<file path="config.mk">
export PLATFORM = sky130hd
export DESIGN_NAME = o2hbp_div
export DESIGN_NICKNAME = d
export VERILOG_FILES = /design/src/rtl/o2hbp_pkg.sv /design/src/rtl/o2hbp_div.sv
export SDC_FILE = /design/constraint.sdc
export NUM_CORES = 1
export LEC_CHECK = 0
export ABC_AREA = 1
export BUFFER_PORTS_ARGS = -buffer_cell sky130_fd_sc_hd__buf_2
export CAP_MARGIN = 10
export CORE_UTILIZATION = 50
export DETAILED_ROUTE_END_ITERATION = 6
export GPL_ROUTABILITY_DRIVEN = 1
export PLACE_DENSITY = 0.72
export SYNTH_ARGS = -nofsm -noshare
export SYNTH_HDL_FRONTEND = slang
export SYNTH_SLANG_ARGS = --single-unit
</file>
<file path="constraint.sdc">
create_clock -name clk -period 3.1 [get_ports clk]
set_clock_uncertainty 0.05 [all_clocks]
set_input_delay 0.93 -clock clk [delete_from_list [all_inputs] [get_ports clk]]
set_output_delay 0.93 -clock clk [all_outputs]
set_load 0.01 [all_outputs]
</file>
<file path="src/rtl/o2hbp_pkg.sv">
// package for the order-2 hashed bit predictor
// sizes, count limit, word kinds and table entry layout; no dependencies
`timescale 1ns / 1ps

package o2hbp_pkg;

	// count table geometry
	localparam int TABLE_ENTRIES = 65536;
	localparam int IDX_W         = $clog2(TABLE_ENTRIES);
	localparam int HASH_W        = 16;

	// bit counts held per entry
	localparam int COUNT_W     = 10;
	localparam int COUNT_LIMIT = 1000;
	localparam int SUM_W       = COUNT_W + 1;

	// probability scale, a power of two
	localparam int PROB_SCALE = 4096;
	localparam int QUOT_W     = $clog2(PROB_SCALE);
	localparam int PROB_W     = 13;
	localparam int STEP_W     = $clog2(QUOT_W + 1);

	// word kinds carried on tuser
	localparam logic OP_PREDICT = 1'b0;
	localparam logic OP_UPDATE  = 1'b1;

	// one table entry: zero count in the low half, one count in the high half
	typedef struct packed {
		logic [COUNT_W-1:0] n1;
		logic [COUNT_W-1:0] n0;
	} entry_t;

endpackage

</file>
<file path="src/rtl/o2hbp_div.sv">
// restoring radix-2 divider for the probability quotient
// uses o2hbp_pkg for count and quotient widths
`timescale 1ns / 1ps

module o2hbp_div (
	input  logic                              clk,
	input  logic                              arst_n,
	input  logic                              start,
	input  logic [o2hbp_pkg::COUNT_W-1:0]     numer,
	input  logic [o2hbp_pkg::SUM_W-1:0]       denom,
	output logic                              done,
	output logic [o2hbp_pkg::QUOT_W-1:0]      quot
);

	logic [o2hbp_pkg::SUM_W-1:0]  rem_q;
	logic [o2hbp_pkg::SUM_W-1:0]  den_q;
	logic [o2hbp_pkg::QUOT_W-1:0] quot_q;
	logic [o2hbp_pkg::STEP_W-1:0] step_q;
	logic                         run_q;
	logic                         done_q;
	logic [o2hbp_pkg::SUM_W:0]    shifted;
	logic                         fits;

	// one shift, compare and subtract step
	assign shifted = {rem_q, 1'b0};
	assign fits    = shifted >= {1'b0, den_q};

	// control: step counter and flags
	always_ff @(posedge clk or negedge arst_n) begin
		if (!arst_n) begin
			run_q  <= 1'b0;
			done_q <= 1'b0;
			step_q <= '0;
		end else if (start) begin
			run_q  <= 1'b1;
			done_q <= 1'b0;
			step_q <= o2hbp_pkg::STEP_W'(o2hbp_pkg::QUOT_W);
		end else if (run_q) begin
			step_q <= step_q - 1'b1;
			if (step_q == o2hbp_pkg::STEP_W'(1)) begin
				run_q  <= 1'b0;
				done_q <= 1'b1;
			end
		end
	end

	// datapath: remainder and quotient bits
	always_ff @(posedge clk) begin
		if (start) begin
			rem_q  <= {1'b0, numer};
			den_q  <= denom;
			quot_q <= '0;
		end else if (run_q) begin
			if (fits) begin
				rem_q <= o2hbp_pkg::SUM_W'(shifted - {1'b0, den_q});
			end else begin
				rem_q <= shifted[o2hbp_pkg::SUM_W-1:0];
			end
			quot_q <= {quot_q[o2hbp_pkg::QUOT_W-2:0], fits};
		end
	end

	assign done = done_q;
	assign quot = quot_q;

endmodule

</file>
=== After elaboration in Yosys (flattened, before gate mapping) ===
Index checks and enable logic that the tools add are counted.

* Output and inout bits: 13
* Logic and storage cells: 25
* Flip-flop bits (word level): 40
* Input port bits: 24

* Add/sub/neg operators: 2
* Order comparisons: 1
* Equality and inequality tests: 1
* Reduce and logical (&&, ||, !) cells: 3
* Muxes and demuxes: 11

{| class="wikitable"
|+ Operators by type and width
! operator !! count
|-
| $mux W10 || 2
|-
| $ge A12 B11 Y1 || 1
|-
| $mux W11 || 1
|-
| $sub A11 B11 Y11 || 1
|-
| $mux W4 || 2
|-
| $mux W1 || 6
|-
| $eq A4 B1 Y1 const B || 1
|-
| $reduce_bool A2 Y1 || 2
|-
| $sub A4 B1 Y4 const B || 1
|-
| $reduce_and A2 Y1 || 1
|}

=== Longest topological paths before layout ===
* Depth after elaboration: 4
* Depth in mapped cells: 12
* Depth with buffers taken out: 12

=== Worst setup path before layout ===
No wires, ideal clock.

* Kind: input to register
* Start: in start
* End: reg rem_q[0] (netlist bit), enable pin
* Stages: 3
* Path buffers: 1
* Required time: 2.672 ns
* Setup slack: 1.083 ns
* Data arrival time: 1.588 ns
* Setup time: 0.378 ns
* Cell sequence: nor2_1 -> inv_1 -> clkbuf_1

* Word-level cells in the longest chain between the ends: 1

{| class="wikitable"
|+ Ends and longest elaborated chain
! item !! RTL line !! RTL
|-
| start, declared || o2hbp_div.sv:8 || <nowiki>input logic start,</nowiki>
|-
| $reduce_bool A2 Y1 (no source line) || n/a ||
|-
| end signal, assigned || o2hbp_div.sv:50 || <nowiki>rem_q <= {1'b0, numer};</nowiki>
|-
| end signal, assigned || o2hbp_div.sv:55 || <nowiki>rem_q <= o2hbp_pkg::SUM_W'(shifted - {1'b0, den_q});</nowiki>
|-
| end signal, assigned || o2hbp_div.sv:57 || <nowiki>rem_q <= shifted[o2hbp_pkg::SUM_W-1:0];</nowiki>
|-
| end, declared || o2hbp_div.sv:15 || <nowiki>logic [o2hbp_pkg::SUM_W-1:0] rem_q;</nowiki>
|}

No other way between the ends.
A chain may end at the register's enable or synchronous reset.

=== Final worst setup path ===
* Start: reg rem_q[8] (netlist bit)
* End: reg rem_q[4] (netlist bit), data pin

* Word-level cells in the longest chain between the ends: 4

{| class="wikitable"
|+ Ends and longest elaborated chain
! item !! RTL line !! RTL
|-
| $ge A12 B11 Y1 || o2hbp_div.sv:26 || <nowiki>assign fits = shifted >= {1'b0, den_q};</nowiki>
|-
| $mux W11 || o2hbp_div.sv:54 || <nowiki>if (fits) begin</nowiki>
|-
| $mux W10 || o2hbp_div.sv:53 || <nowiki>end else if (run_q) begin</nowiki>
|-
| $mux W10 || o2hbp_div.sv:49 || <nowiki>if (start) begin</nowiki>
|}

No other way between the ends. The select of a mux whose other input is x is not followed.

==> results.toml <==
[synth]
synth_area_per_cell_sq_um = 8.39
ys_warn_count = 0
synth_xor_xnor_area_share = 0.0111
yosys-mux-area-fraction = 0
ys_seq_area_frac = 0.439
synthCells = 283
synth.cell_area_sq_um = 2370
synth_top_family_by_area = "simple AND/OR/NAND/NOR gates"
synth-compound-area-share = 0.0685
synth_cell_types = 32
yosys.area_share.simple = 0.294
synth_fa_ha_area_frac = 0.0770
syn-num-nets = 321
ys_ff_latch = 40

[sta]
tns_ps = 0
hold_viol = 0
period_needed_ps = 2260
setup_ws_ps = 840
rsz0062_at_grt = "no"
slew_viol_final = 0
fin_crit_sh = 0.729
fmax_mhz = 443
worstMarginPinSlew_ps = 481
setup_viol = 0
slew_headroom = 0.679
holdWs_ps = 402

[route]
drt-total-wl_um = 4740
wire_per_inst_um = 12.6
num_vias = 1899
drt_iter0_markers = 75
route.detailed.drc = 0
drt-pass1-iter-count = 4
postRouteAntennaNets = 0
vias_per_cell = 5.06

[cells_and_area]
fillerInstances = 417
drive_gt1_frac = 0.195
finalNonFillerCells = 375
final_common_cell = "nand2_1"
syn2layout_area_growth_pct = 12.9
seqCellArea_sq_um = 1040
final_cell_mix = "nand2_1, inv_1, buf_2"
nNetsFinal = 360
diodes = 0
multiInputGateArea_sq_um = 1070

[global_route]
grt_pass1_vias = 1830
gr-total-overflow = 0
antenna_found_initial = 0
grt_max_degree = 17
track_usage = 0.204
grt_pass1_wl_um = 8000

[floorplanning]
initial_core_util = 0.534
io_pins = 37
num_rows = 24
fp.dieH_um = 70.9
dieArea_sq_um = 5030
core-area_sq_um = 4440
die_w_um = 70.9

[min_path]
hold_class = "input port to async pin"

[clock_network]
post_cts_buffers = 0
clockBufferDepth = 2
path_clk_slew_ps = 80
cts_hold_buffers = 0
post_cts_resize_count = 0
cts_buffers = 5
cts_tree = "yes"
clkLatencyLatePin_ps = 280
htree_levels = 2
clock-sinks = 40
cts_root_buf = "clkbuf_8"

[critical_path]
crit_path_frequent_cell = "nand2_1"
worst_setup_path_start_kind = "flop"
end_kind = "flop"
worstPathArrival_ps = 2360
crit_fanout = 11
cp_top_family = "simple AND/OR/NAND/NOR gates"
crit_slowest_cell = "nand4_2"
crit_buf_inv = 0
required_ps = 3200
crit_chain = "ha_1 > nand2_1 > nand2_1 > a21boi_0 > nand4_2 > nand2_1 > nand3_1 > nand2_1"
max_stage_delay_ps = 430
critical_path_class = "flop to flop"

[place]
portBuffers = 36
hpwl_um = 3770
gp_congestion = 0.889
placed_cells = 367
place_ws_ps = 709

[pwr]
p_leak_nw = 1.36
switching_share = 0.422
power_frac_comb = 0.499
power_switching_w = 0.000906
vdd_ir_drop_max_mv = 0.432
total_power_w = 0.00215
p_int_w = 0.00124
seqPwrFrac = 0.341
clkPwrFrac = 0.160
p_per_area_nw_per_um2 = 802

[run_status]
status = "finished clean"

[run]
maxCapViolations = 0
==> final timing paths <==
kind,from,end,slack (ps),cells after the start
min in group clk,quot[11],quot[11],420,2
max in group asynchronous,arst_n,done,2460,1
max,rem_q[8],rem_q[4],840,8
min reg2reg,quot[11],quot[11],420,2
min,arst_n,step_q[2],400,1
max reg2reg,rem_q[8],rem_q[4],840,8
==> synth_stat cells, drive strengths merged <==
cell	number	area (sq um)
nor4	1	6.26
a31oi	1	6.26
a32o	1	10.0
nand4	11	75.1
nor3	1	5.00
and2	1	6.26
a21oi	8	40.0
edfxtp	21	631
dfrtp	6	150
a21boi	1	7.51
fa	1	20.0
nand3	25	170
xnor2	3	26.3
ha	13	163
inv	58	218
clkbuf	3	11.3
nand3b	3	22.5
nand2	76	318
dfxtp	13	260
nor2	16	95.1
o22ai	11	68.8
o21ai	6	30.0
buf	3	33.8
==> cell type report <==
class,count,share of cell area
multi-input cells,179,0.399
clock inverters,1,0.00140
clock buffers,7,0.0322
repair buffers,38,0.0729
inverters,58,0.0813
well taps,52,0.0243
flip-flops and latches,40,0.389
==> through the flow <==
step / area [sq um] / utilization
after floorplan: 2370 / -
after CTS: 2680 / 0.603
after detailed placement: 2590 / 0.582
final: 2680 / 0.603
after global routing: 2680 / 0.603
after global placement: 2590 / 0.582
==> sequential cells by signal (all words and copies together), names as in the netlist <==
signal  flops
den_q      11
done        1
quot       12
rem_q      11
run_q       1
step_q      4
==> worst reg2reg max path, cell delays in order, from the launching register on <==
cell and delay, ps:
edfxtp_1 410, ha_1 390, nand2_1 90, nand2_1 60
a21boi_0 320, nand4_2 430, nand2_1 170, nand3_1 110
nand2_1 100
==> logic make-up (layout without fill, tap and decap cells) <==
kind of cell,after synthesis,in the layout
xor gates and xnor gates,3,3
buffers and inverters,64,104
DFF,40,40
and+or+nand+nor,134,134
AOI/OAI and AO/OA,28,28
adders and majority gates,14,14
==> per-layer routing <==
metal / up-vias / wire [um] / global-route usage / share of wire
li1: 995 / - / - / -
met1: 853 / 2240 / 0.274 / 0.47
met2: 43 / 2270 / 0.335 / 0.48
met3: 8 / 167 / 0.0342 / 0.035
met4: 0 / 63 / 0.0733 / 0.013
met5: - / 0 / 0 / 0
==> power by group through the flow <==
stage / clock [W] / combinational (W) / sequential (W)
after global placement: 0 / 0.00106 / 0.000738
final: 0.000344 / 0.00107 / 0.000732
after detailed placement: 0 / 0.00107 / 0.000743
after global routing: 0.000367 / 0.00122 / 0.000742
after floorplan: 0 / 0.000905 / 0.000734
after CTS: 0.000351 / 0.00108 / 0.000732
Power figures use the tool's default switching activity.
